$ cat src/rtl/core/assert_macros.svh
// Assertion macros shared by the checker core.
`ifndef ASSERT_MACROS_SVH
`define ASSERT_MACROS_SVH

// The consequent must hold in the same cycle as the antecedent.
`define SRMC_ASSERT_IMPL(lbl, ante, cons) \
    lbl: assert property (@(posedge clk) disable iff (!rst_n) (ante) |-> (cons)) \
        else $error("srmc assertion failed");

// The consequent must hold in the cycle after the antecedent.
`define SRMC_ASSERT_NEXT(lbl, ante, cons) \
    lbl: assert property (@(posedge clk) disable iff (!rst_n) (ante) |=> (cons)) \
        else $error("srmc assertion failed");

`endif

$ cat src/rtl/core/srmc_pkg.sv
package srmc_pkg;

    localparam int COUNT_BITS = 24;
    localparam int SUM_BITS   = 56;
    localparam int DATA_W     = 32;
    localparam int MEAN_W     = 31;
    localparam int FIELD_W    = 24;
    localparam int EN_W       = 5;
    localparam int CFG_IDX_W  = 3;
    localparam int STEP_W     = $clog2(SUM_BITS);
    localparam int CNT_EXT_W  = (COUNT_BITS > FIELD_W) ? COUNT_BITS : FIELD_W;

    localparam int EN_REPLACE = 0;
    localparam int EN_SCALE   = 1;
    localparam int EN_RANGE   = 2;
    localparam int EN_FLOOR   = 3;
    localparam int EN_CEIL    = 4;

    localparam logic [CFG_IDX_W-1:0] REG_MISSING_IN  = 3'd0;
    localparam logic [CFG_IDX_W-1:0] REG_MISSING_OUT = 3'd1;
    localparam logic [CFG_IDX_W-1:0] REG_SCALE       = 3'd2;
    localparam logic [CFG_IDX_W-1:0] REG_VALID_MIN   = 3'd3;
    localparam logic [CFG_IDX_W-1:0] REG_VALID_MAX   = 3'd4;
    localparam logic [CFG_IDX_W-1:0] REG_FLOOR       = 3'd5;
    localparam logic [CFG_IDX_W-1:0] REG_CEILING     = 3'd6;
    localparam logic [CFG_IDX_W-1:0] REG_ENABLES     = 3'd7;

    localparam logic signed [DATA_W-1:0] SCALE_RESET = 32'sd65536;
    localparam logic [SUM_BITS-1:0]      SUM_MAX     = '1;
    localparam logic [COUNT_BITS-1:0]    COUNT_MAX   = '1;
    localparam logic [FIELD_W-1:0]       FIELD_MAX   = '1;
    localparam logic [MEAN_W-1:0]        MEAN_MAX    = '1;

    typedef enum logic [6:0] {
        S_IDLE  = 7'b0000001,
        S_MUL   = 7'b0000010,
        S_SCALE = 7'b0000100,
        S_ACC   = 7'b0001000,
        S_DIV   = 7'b0010000,
        S_WARN  = 7'b0100000,
        S_OUT   = 7'b1000000
    } srmc_state_t;

    typedef struct packed {
        logic busy;
        logic done;
    } srmc_div_stat_t;

    function automatic logic [FIELD_W-1:0] clamp_count(input logic [COUNT_BITS-1:0] c);
        logic [CNT_EXT_W-1:0] ext;
        ext = CNT_EXT_W'(c);
        if (ext > CNT_EXT_W'(FIELD_MAX)) begin
            return FIELD_MAX;
        end
        return ext[FIELD_W-1:0];
    endfunction

    function automatic logic [COUNT_BITS-1:0] count_inc(input logic [COUNT_BITS-1:0] c);
        if (c == COUNT_MAX) begin
            return c;
        end
        return c + COUNT_BITS'(1);
    endfunction

endpackage

$ cat src/rtl/core/srmc_divider.sv
// Restoring divider that produces one quotient bit per cycle.
module srmc_divider (
    input  logic                               clk,
    input  logic                               rst_n,
    input  logic                               start,
    input  logic [srmc_pkg::SUM_BITS-1:0]      dividend,
    input  logic [srmc_pkg::COUNT_BITS-1:0]    divisor,
    output logic [srmc_pkg::SUM_BITS-1:0]      quotient,
    output srmc_pkg::srmc_div_stat_t           stat
);

    logic                               busy_reg;
    logic                               done_reg;
    logic [srmc_pkg::STEP_W-1:0]        step_reg;
    logic [srmc_pkg::COUNT_BITS-1:0]    rem_reg;
    logic [srmc_pkg::COUNT_BITS-1:0]    divisor_reg;
    logic [srmc_pkg::SUM_BITS-1:0]      quo_reg;
    logic [srmc_pkg::COUNT_BITS:0]      shifted;
    logic [srmc_pkg::COUNT_BITS:0]      diff;
    logic                               fits;

    always_comb
    begin
        shifted = {rem_reg, quo_reg[srmc_pkg::SUM_BITS-1]};
        diff    = shifted - {1'b0, divisor_reg};
        fits    = shifted >= {1'b0, divisor_reg};
    end

    always_ff @(posedge clk or negedge rst_n)
    begin
        if (!rst_n)
        begin
            busy_reg <= 1'b0;
            done_reg <= 1'b0;
            step_reg <= '0;
        end
        else
        begin
            done_reg <= 1'b0;
            if (start)
            begin
                busy_reg <= 1'b1;
                step_reg <= '0;
            end
            else if (busy_reg)
            begin
                step_reg <= step_reg + srmc_pkg::STEP_W'(1);
                if (step_reg == srmc_pkg::STEP_W'(srmc_pkg::SUM_BITS - 1))
                begin
                    busy_reg <= 1'b0;
                    done_reg <= 1'b1;
                end
            end
        end
    end

    always_ff @(posedge clk)
    begin
        if (start)
        begin
            quo_reg     <= dividend;
            rem_reg     <= '0;
            divisor_reg <= divisor;
        end
        else if (busy_reg)
        begin
            rem_reg <= fits ? diff[srmc_pkg::COUNT_BITS-1:0]
                            : shifted[srmc_pkg::COUNT_BITS-1:0];
            quo_reg <= {quo_reg[srmc_pkg::SUM_BITS-2:0], fits};
        end
    end

    assign quotient  = quo_reg;
    assign stat.busy = busy_reg;
    assign stat.done = done_reg;

endmodule

$ cat src/rtl/core/sample_range_and_mean_checker_core.sv
// A sample request passes in order through missing-code replacement on acceptance,
// the 32 by 32 scale multiply, rounding and saturation, accumulation, and the load of
// the output register, which waits while the output is stalled; only then can the next
// request be accepted. An evaluate request runs the divider, which forms the absolute
// mean one quotient bit per cycle over the 56-bit sum; when no sample has been counted
// the divider is skipped. One request is in work at a time; a finished result waits in
// the output register while the next request is accepted.
`include "assert_macros.svh"

module sample_range_and_mean_checker_core (
    input  logic                                   clk,
    input  logic                                   rst_n,
    input  logic                                   in_valid,
    output logic                                   in_stall,
    input  logic                                   cmd,
    input  logic signed [srmc_pkg::DATA_W-1:0]     sample_in,
    output logic                                   out_valid,
    input  logic                                   out_stall,
    output logic signed [srmc_pkg::DATA_W-1:0]     sample_out,
    output logic                                   sample_missing,
    output logic [srmc_pkg::FIELD_W-1:0]           valid_count,
    output logic [srmc_pkg::FIELD_W-1:0]           below_count,
    output logic [srmc_pkg::FIELD_W-1:0]           above_count,
    output logic [srmc_pkg::MEAN_W-1:0]            mean_abs,
    output logic                                   mean_far_low,
    output logic                                   mean_low,
    output logic                                   mean_far_high,
    output logic                                   mean_high,
    input  logic                                   cfg_write,
    input  logic [srmc_pkg::CFG_IDX_W-1:0]         cfg_index,
    input  logic [srmc_pkg::DATA_W-1:0]            cfg_data
);

    srmc_pkg::srmc_state_t state_reg;
    srmc_pkg::srmc_state_t state_next;

    logic signed [srmc_pkg::DATA_W-1:0] missing_in_reg;
    logic signed [srmc_pkg::DATA_W-1:0] missing_out_reg;
    logic signed [srmc_pkg::DATA_W-1:0] scale_reg;
    logic signed [srmc_pkg::DATA_W-1:0] valid_min_reg;
    logic signed [srmc_pkg::DATA_W-1:0] valid_max_reg;
    logic [srmc_pkg::MEAN_W-1:0]        floor_reg;
    logic [srmc_pkg::MEAN_W-1:0]        ceiling_reg;
    logic [srmc_pkg::EN_W-1:0]          enables_reg;

    logic [srmc_pkg::SUM_BITS-1:0]      abs_sum_reg;
    logic [srmc_pkg::COUNT_BITS-1:0]    sample_total_reg;
    logic [srmc_pkg::COUNT_BITS-1:0]    low_total_reg;
    logic [srmc_pkg::COUNT_BITS-1:0]    high_total_reg;
    logic [srmc_pkg::SUM_BITS-1:0]      abs_sum_next;
    logic [srmc_pkg::COUNT_BITS-1:0]    sample_total_next;
    logic [srmc_pkg::COUNT_BITS-1:0]    low_total_next;
    logic [srmc_pkg::COUNT_BITS-1:0]    high_total_next;

    logic signed [srmc_pkg::DATA_W-1:0]   x_reg;
    logic signed [2*srmc_pkg::DATA_W-1:0] prod_reg;
    logic                                 scale_on_reg;
    logic [srmc_pkg::MEAN_W-1:0]          mean_reg;

    logic signed [srmc_pkg::DATA_W-1:0] res_sample_reg;
    logic                               res_missing_reg;
    logic [srmc_pkg::FIELD_W-1:0]       res_valid_reg;
    logic [srmc_pkg::FIELD_W-1:0]       res_below_reg;
    logic [srmc_pkg::FIELD_W-1:0]       res_above_reg;
    logic [srmc_pkg::MEAN_W-1:0]        res_mean_reg;
    logic [3:0]                         res_warn_reg;

    logic                               out_valid_reg;
    logic                               out_valid_next;
    logic                               out_free;
    logic                               accept;
    logic                               div_start;
    logic [srmc_pkg::SUM_BITS-1:0]      div_quotient;
    srmc_pkg::srmc_div_stat_t           div_stat;

    logic signed [srmc_pkg::DATA_W-1:0]   x_replaced;
    logic signed [2*srmc_pkg::DATA_W-1:0] rounded;
    logic signed [srmc_pkg::DATA_W-1:0]   x_scaled;
    logic                                 x_miss;
    logic                                 count_on;
    logic [srmc_pkg::DATA_W:0]            x_abs;
    logic [srmc_pkg::SUM_BITS:0]          sum_add;
    logic [srmc_pkg::MEAN_W+3:0]          mean_x10;
    logic [srmc_pkg::MEAN_W+3:0]          ceiling_x10;

    assign accept   = in_valid && !in_stall;
    assign in_stall = (state_reg != srmc_pkg::S_IDLE);
    assign out_free = !out_valid_reg || !out_stall;
    assign div_start = accept && cmd && (sample_total_reg != '0);

    srmc_divider u_divider (
        .clk      (clk),
        .rst_n    (rst_n),
        .start    (div_start),
        .dividend (abs_sum_reg),
        .divisor  (sample_total_reg),
        .quotient (div_quotient),
        .stat     (div_stat)
    );

    always_comb
    begin
        x_replaced = sample_in;
        if (enables_reg[srmc_pkg::EN_REPLACE] && (sample_in == missing_in_reg))
        begin
            x_replaced = missing_out_reg;
        end

        rounded  = (prod_reg + 64'sd32768) >>> 16;
        x_scaled = rounded[srmc_pkg::DATA_W-1:0];
        if (rounded > 64'sd2147483647)
        begin
            x_scaled = 32'sh7FFFFFFF;
        end
        else if (rounded < -64'sd2147483648)
        begin
            x_scaled = 32'sh80000000;
        end

        x_miss   = (x_reg == missing_out_reg);
        count_on = (enables_reg[srmc_pkg::EN_CEIL:srmc_pkg::EN_RANGE] != '0) && !x_miss;
        x_abs    = x_reg[srmc_pkg::DATA_W-1] ? (33'd0 - {x_reg[srmc_pkg::DATA_W-1], x_reg})
                                             : {1'b0, x_reg};
        sum_add  = {1'b0, abs_sum_reg} + (srmc_pkg::SUM_BITS + 1)'(x_abs);

        abs_sum_next      = abs_sum_reg;
        sample_total_next = sample_total_reg;
        low_total_next    = low_total_reg;
        high_total_next   = high_total_reg;
        if (count_on)
        begin
            abs_sum_next = sum_add[srmc_pkg::SUM_BITS] ? srmc_pkg::SUM_MAX
                                                       : sum_add[srmc_pkg::SUM_BITS-1:0];
            sample_total_next = srmc_pkg::count_inc(sample_total_reg);
            if (enables_reg[srmc_pkg::EN_RANGE])
            begin
                if (x_reg < valid_min_reg)
                begin
                    low_total_next = srmc_pkg::count_inc(low_total_reg);
                end
                if (x_reg > valid_max_reg)
                begin
                    high_total_next = srmc_pkg::count_inc(high_total_reg);
                end
            end
        end

        mean_x10    = {1'b0, mean_reg, 3'b000} + {3'b000, mean_reg, 1'b0};
        ceiling_x10 = {1'b0, ceiling_reg, 3'b000} + {3'b000, ceiling_reg, 1'b0};
    end

    always_comb
    begin
        state_next = state_reg;
        unique case (state_reg)
            srmc_pkg::S_IDLE:
            begin
                if (accept)
                begin
                    if (!cmd)
                    begin
                        state_next = srmc_pkg::S_MUL;
                    end
                    else if (div_start)
                    begin
                        state_next = srmc_pkg::S_DIV;
                    end
                    else
                    begin
                        state_next = srmc_pkg::S_WARN;
                    end
                end
            end
            srmc_pkg::S_MUL:   state_next = srmc_pkg::S_SCALE;
            srmc_pkg::S_SCALE: state_next = srmc_pkg::S_ACC;
            srmc_pkg::S_ACC:   state_next = srmc_pkg::S_OUT;
            srmc_pkg::S_DIV:
            begin
                if (div_stat.done)
                begin
                    state_next = srmc_pkg::S_WARN;
                end
            end
            srmc_pkg::S_WARN:  state_next = srmc_pkg::S_OUT;
            srmc_pkg::S_OUT:
            begin
                if (out_free)
                begin
                    state_next = srmc_pkg::S_IDLE;
                end
            end
            default:           state_next = srmc_pkg::S_IDLE;
        endcase

        out_valid_next = out_valid_reg && out_stall;
        if ((state_reg == srmc_pkg::S_OUT) && out_free)
        begin
            out_valid_next = 1'b1;
        end
    end

    always_ff @(posedge clk or negedge rst_n)
    begin
        if (!rst_n)
        begin
            state_reg        <= srmc_pkg::S_IDLE;
            out_valid_reg    <= 1'b0;
            missing_in_reg   <= '0;
            missing_out_reg  <= '0;
            scale_reg        <= srmc_pkg::SCALE_RESET;
            valid_min_reg    <= '0;
            valid_max_reg    <= '0;
            floor_reg        <= '0;
            ceiling_reg      <= '0;
            enables_reg      <= '0;
            abs_sum_reg      <= '0;
            sample_total_reg <= '0;
            low_total_reg    <= '0;
            high_total_reg   <= '0;
        end
        else
        begin
            state_reg     <= state_next;
            out_valid_reg <= out_valid_next;

            if (cfg_write)
            begin
                unique case (cfg_index)
                    srmc_pkg::REG_MISSING_IN:  missing_in_reg  <= cfg_data;
                    srmc_pkg::REG_MISSING_OUT: missing_out_reg <= cfg_data;
                    srmc_pkg::REG_SCALE:       scale_reg       <= cfg_data;
                    srmc_pkg::REG_VALID_MIN:   valid_min_reg   <= cfg_data;
                    srmc_pkg::REG_VALID_MAX:   valid_max_reg   <= cfg_data;
                    srmc_pkg::REG_FLOOR:       floor_reg   <= cfg_data[srmc_pkg::MEAN_W-1:0];
                    srmc_pkg::REG_CEILING:     ceiling_reg <= cfg_data[srmc_pkg::MEAN_W-1:0];
                    srmc_pkg::REG_ENABLES:     enables_reg <= cfg_data[srmc_pkg::EN_W-1:0];
                    default:                   ;
                endcase
            end

            if (state_reg == srmc_pkg::S_ACC)
            begin
                abs_sum_reg      <= abs_sum_next;
                sample_total_reg <= sample_total_next;
                low_total_reg    <= low_total_next;
                high_total_reg   <= high_total_next;
            end
            else if (state_reg == srmc_pkg::S_WARN)
            begin
                abs_sum_reg      <= '0;
                sample_total_reg <= '0;
                low_total_reg    <= '0;
                high_total_reg   <= '0;
            end
        end
    end

    always_ff @(posedge clk)
    begin
        case (state_reg)
            srmc_pkg::S_IDLE:
            begin
                if (accept)
                begin
                    x_reg    <= x_replaced;
                    mean_reg <= '0;
                end
            end
            srmc_pkg::S_MUL:
            begin
                prod_reg     <= (2*srmc_pkg::DATA_W)'(x_reg) * (2*srmc_pkg::DATA_W)'(scale_reg);
                scale_on_reg <= enables_reg[srmc_pkg::EN_SCALE] && !x_miss;
            end
            srmc_pkg::S_SCALE:
            begin
                if (scale_on_reg)
                begin
                    x_reg <= x_scaled;
                end
            end
            srmc_pkg::S_ACC:
            begin
                res_sample_reg  <= x_reg;
                res_missing_reg <= x_miss;
                res_valid_reg   <= srmc_pkg::clamp_count(sample_total_next);
                res_below_reg   <= srmc_pkg::clamp_count(low_total_next);
                res_above_reg   <= srmc_pkg::clamp_count(high_total_next);
                res_mean_reg    <= '0;
                res_warn_reg    <= '0;
            end
            srmc_pkg::S_DIV:
            begin
                if (div_stat.done)
                begin
                    mean_reg <= (div_quotient[srmc_pkg::SUM_BITS-1:srmc_pkg::MEAN_W] != '0)
                              ? srmc_pkg::MEAN_MAX : div_quotient[srmc_pkg::MEAN_W-1:0];
                end
            end
            srmc_pkg::S_WARN:
            begin
                res_sample_reg  <= '0;
                res_missing_reg <= 1'b0;
                res_valid_reg   <= srmc_pkg::clamp_count(sample_total_reg);
                res_below_reg   <= srmc_pkg::clamp_count(low_total_reg);
                res_above_reg   <= srmc_pkg::clamp_count(high_total_reg);
                res_mean_reg    <= mean_reg;
                res_warn_reg[3] <= enables_reg[srmc_pkg::EN_FLOOR]
                                   && (mean_x10 < (srmc_pkg::MEAN_W + 4)'(floor_reg));
                res_warn_reg[2] <= enables_reg[srmc_pkg::EN_FLOOR] && (mean_reg < floor_reg);
                res_warn_reg[1] <= enables_reg[srmc_pkg::EN_CEIL]
                                   && ((srmc_pkg::MEAN_W + 4)'(mean_reg) > ceiling_x10);
                res_warn_reg[0] <= enables_reg[srmc_pkg::EN_CEIL] && (mean_reg > ceiling_reg);
            end
            srmc_pkg::S_OUT:
            begin
                if (out_free)
                begin
                    sample_out     <= res_sample_reg;
                    sample_missing <= res_missing_reg;
                    valid_count    <= res_valid_reg;
                    below_count    <= res_below_reg;
                    above_count    <= res_above_reg;
                    mean_abs       <= res_mean_reg;
                    mean_far_low   <= res_warn_reg[3];
                    mean_low       <= res_warn_reg[2];
                    mean_far_high  <= res_warn_reg[1];
                    mean_high      <= res_warn_reg[0];
                end
            end
            default:
            begin
            end
        endcase
    end

    assign out_valid = out_valid_reg;

    `SRMC_ASSERT_NEXT(a_accept_leaves_idle, accept, state_reg != srmc_pkg::S_IDLE)
    `SRMC_ASSERT_IMPL(a_div_only_in_div, div_stat.busy || div_stat.done, state_reg == srmc_pkg::S_DIV)
    `SRMC_ASSERT_IMPL(a_low_le_total, 1'b1, low_total_reg <= sample_total_reg)
    `SRMC_ASSERT_IMPL(a_high_le_total, 1'b1, high_total_reg <= sample_total_reg)
    `SRMC_ASSERT_NEXT(a_eval_clears, state_reg == srmc_pkg::S_WARN, sample_total_reg == '0 && abs_sum_reg == '0)

endmodule

$ cat config.mk
export PLATFORM = sky130hd
export DESIGN_NAME = sample_range_and_mean_checker_core
export DESIGN_NICKNAME = d
export VERILOG_FILES = /design/src/rtl/core/srmc_pkg.sv /design/src/rtl/core/srmc_divider.sv /design/src/rtl/core/sample_range_and_mean_checker_core.sv
export VERILOG_INCLUDE_DIRS = /design/src /design/src/rtl/core
export SDC_FILE = /design/constraint.sdc
export NUM_CORES = 2
export LEC_CHECK = 0
export BUFFER_PORTS_ARGS = -buffer_cell sky130_fd_sc_hd__buf_2
export CAP_MARGIN = 20
export CORE_MARGIN = 3
export CORE_UTILIZATION = 55
export CTS_BUF_LIST = sky130_fd_sc_hd__clkbuf_16
export DETAILED_ROUTE_END_ITERATION = 8
export PLACE_DENSITY = 0.76
export SYNTH_ARGS = -nofsm -noshare
export SYNTH_HDL_FRONTEND = slang
export SYNTH_SLANG_ARGS = --single-unit
$ cat constraint.sdc
create_clock -name clk -period 21.6 [get_ports clk]
set_input_delay 2.16 -clock clk [delete_from_list [all_inputs] [get_ports clk]]
set_output_delay 2.16 -clock clk [all_outputs]
set_load 0.02 [all_outputs]
==> impl_metrics.py <==
metrics = {
    "placement": {
        "gp_congestion": 0.954,
        "dp_hpwl_mm": 174,
        "dpl_cell_area_mm2": 0.0857,
        "portBuffers": 214,
        "pre_cts_slack_ns": 11.77,
    },
    "floorplan": {
        "core_mm2": 0.149,
        "start_util_pct": 55.7,
        "die_w_um": 394,
        "num_rows": 141,
        "fp.dieH_um": 394,
        "die_area_mm2": 0.155,
        "io_pins": 215,
    },
    "sta": {
        "max_freq_mhz": 103,
        "hold_violations": 0,
        "setup_tns_ns": 0,
        "worst_slack_ns": 11.85,
        "slew-limit-headroom_pct": 20.4,
        "worstMarginPinSlew_ns": 1.19,
        "rsz0062_at_grt": "no",
        "fin_crit_ns": 9.75,
        "post-route-period-util_pct": 45.2,
        "skew_ns": 0.0568,
        "setup-violations-final": 0,
        "slew_viol_final": 0,
    },
    "worst_setup_path": {
        "crit_buf_inv": 6,
        "endpoint_kind": "flop",
        "cp.required_ns": 22.10,
        "critPathKind": "flop to flop",
        "critPathSlowestCell": "fa_1",
        "startpoint_type": "flop",
        "slowest_delay_ns": 0.95,
        "cp_max_fo": 54,
        "arrival_ns": 10.25,
        "timing.critical_path.mode_cell": "fa_1",
        "crit_family": "adder cells",
    },
    "yosys": {
        "synth_ff_type": "edfxtp_1",
        "syn-instance-count": 8227,
        "synth_top_area_cell": "fa_1",
        "yosysMostFrequentCell": "inv_1",
        "synth_fp_nets": 9871,
        "yosys_register_bits": 868,
        "synth_fa_ha_area_share_pct": 33.6,
        "synth_common_cells": "inv_1, fa_1, nand2_1, and2_1, ha_1",
        "syn_area_mm2": 0.0827,
        "synth-xor-area-share_pct": 3.80,
        "synth_edf_count": 473,
        "synth_compound_area_share_pct": 7.95,
        "avgSynthCellArea_um2": 10.0,
        "synth_warnings": 0,
        "yosys.area_share.simple_pct": 14.3,
        "ys_types": 90,
        "synth_top_area_share_pct": 26.3,
        "synth_mux_area_share_pct": 3.29,
        "synthArstFlopShare_pct": 42.7,
        "synth_top_family_by_area": "adder cells",
        "synth_area_leaders": "fa_1, edfxtp_1, dfrtp_1",
        "ys_seq_area_share_pct": 29.0,
    },
    "clocking": {
        "clock-root-buffer": "clkbuf_16",
        "path_clk_slew_ns": 0.06,
        "clock_sinks": 868,
        "cts_buffers": 97,
        "cts_hold_buf": 0,
        "clock_latency_ns": 0.75,
        "cts_setup_buffers": 0,
        "ctsResizeCount": 0,
        "htreeDepth": 3,
        "cts_tree": "built",
        "clockBufferDepth": 3,
    },
    "drt": {
        "via_per_inst": 5.83,
        "ant_nets": 0,
        "drc": 0,
        "vias": 60400,
        "wl_per_cell_um": 22.2,
        "first_pass_iters": 6,
        "drt-initial-drc-count": 4887,
        "wl_mm": 230,
    },
    "global_route": {
        "grtUsageTotal_pct": 30.2,
        "gr-total-overflow": 0,
        "grt_pass1_wl_mm": 366,
        "grt_max_degree": 117,
        "antenna_found_initial": 15,
        "grt_pass1_vias": 63500,
    },
    "cells_and_area": {
        "fin_util_pct": 60.0,
        "stdcell_area_mm2": 0.0891,
        "layout-drive-gt1-share_pct": 8.79,
        "fin_nets": 9901,
        "area_growth_pct": 7.74,
    },
    "status": {
        "status": "completed",
    },
    "hold_path": {
        "hold_path.class": "flop to flop",
    },
    "job": {
        "cap_violations": 0,
    },
}
[layer usage]
metal	vias to the layer above	wire (um)	track usage [%]
met5	-	41	0
met3	497	26100	9.20
met2	2838	105000	47.2
li1	26600	-	-
met4	6	9210	11.2
met1	30400	89800	39.9
[worst paths after layout]
| check | from | slack [ns] | depth (start not counted) | to |
|---|---|---|---|---|
| max | x_reg[31]$_DFFE_PP_ | 11.85 | 26 | prod_reg[62]$_DFFE_PP_ |
| min | res_sample_reg[2]$_SDFFCE_PP0P_ | 0.40 | 0 | sample_out[2]$_DFFE_PP_ |
| max reg2reg | x_reg[31]$_DFFE_PP_ | 11.85 | 26 | prod_reg[62]$_DFFE_PP_ |
| min reg2reg | res_sample_reg[2]$_SDFFCE_PP0P_ | 0.40 | 0 | sample_out[2]$_DFFE_PP_ |
| max in group asynchronous | rst_n | 16.72 | 4 | ceiling_reg[5]$_DFFE_PN0P_ |
| min in group asynchronous | rst_n | 1.47 | 1 | sample_total_reg[9]$_DFFE_PN0P_ |
[area by class of cell]
class | instances | area [um^2]
multi-input cells | 5610 | 52200
fillers | 12300 | 59500
clock buffers | 101 | 2530
repair buffers | 324 | 1940
diodes | 8 | 20.0
well taps | 2002 | 2500
flip-flops and latches | 868 | 24000
clock inverters | 83 | 812
inverters | 1356 | 5090
[kinds of logic (layout without fill, tap and decap cells)]
| group | count (synthesis) | in the layout |
|---|---|---|
| AO/OA/AOI/OAI | 1028 | 1028 |
| XOR/XNOR | 359 | 359 |
| adder cells (fa/ha/maj) | 1571 | 1571 |
| buffers and inverters | 1749 | 1864 |
| flip-flops | 868 | 868 |
| multiplexers | 246 | 246 |
| other | 1 | 9 |
| AND/OR/NAND/NOR | 2405 | 2405 |
[placed cells by master (no fill, tap or decap), drive strengths merged, types with 62 or more instances in the layout]
master	synthesis	layout
inv	1355	1379
nor3	62	62
nand4	102	102
ha	486	486
nand2	935	935
dfrtp	369	369
fa	1085	1085
o21ai	255	255
clkbuf	344	101
mux2	203	203
buf	49	324
nor2	309	309
edfxtp	473	473
xnor2	223	223
a21o	139	139
xor2	136	136
a21oi	288	288
nand3	124	124
and2	595	595
[through the flow]
step                hold slack (ns)  cells
floorplan                     0.400   8227
global placement              0.400  10200
detailed placement            0.405  10200
CTS                           0.392  10300
global route                  0.396  10300
finish                        0.401  10400
Power is left out: the tool's default activity adds up to more than one toggle a clock period on the data nets, which glitch-free logic cannot reach.
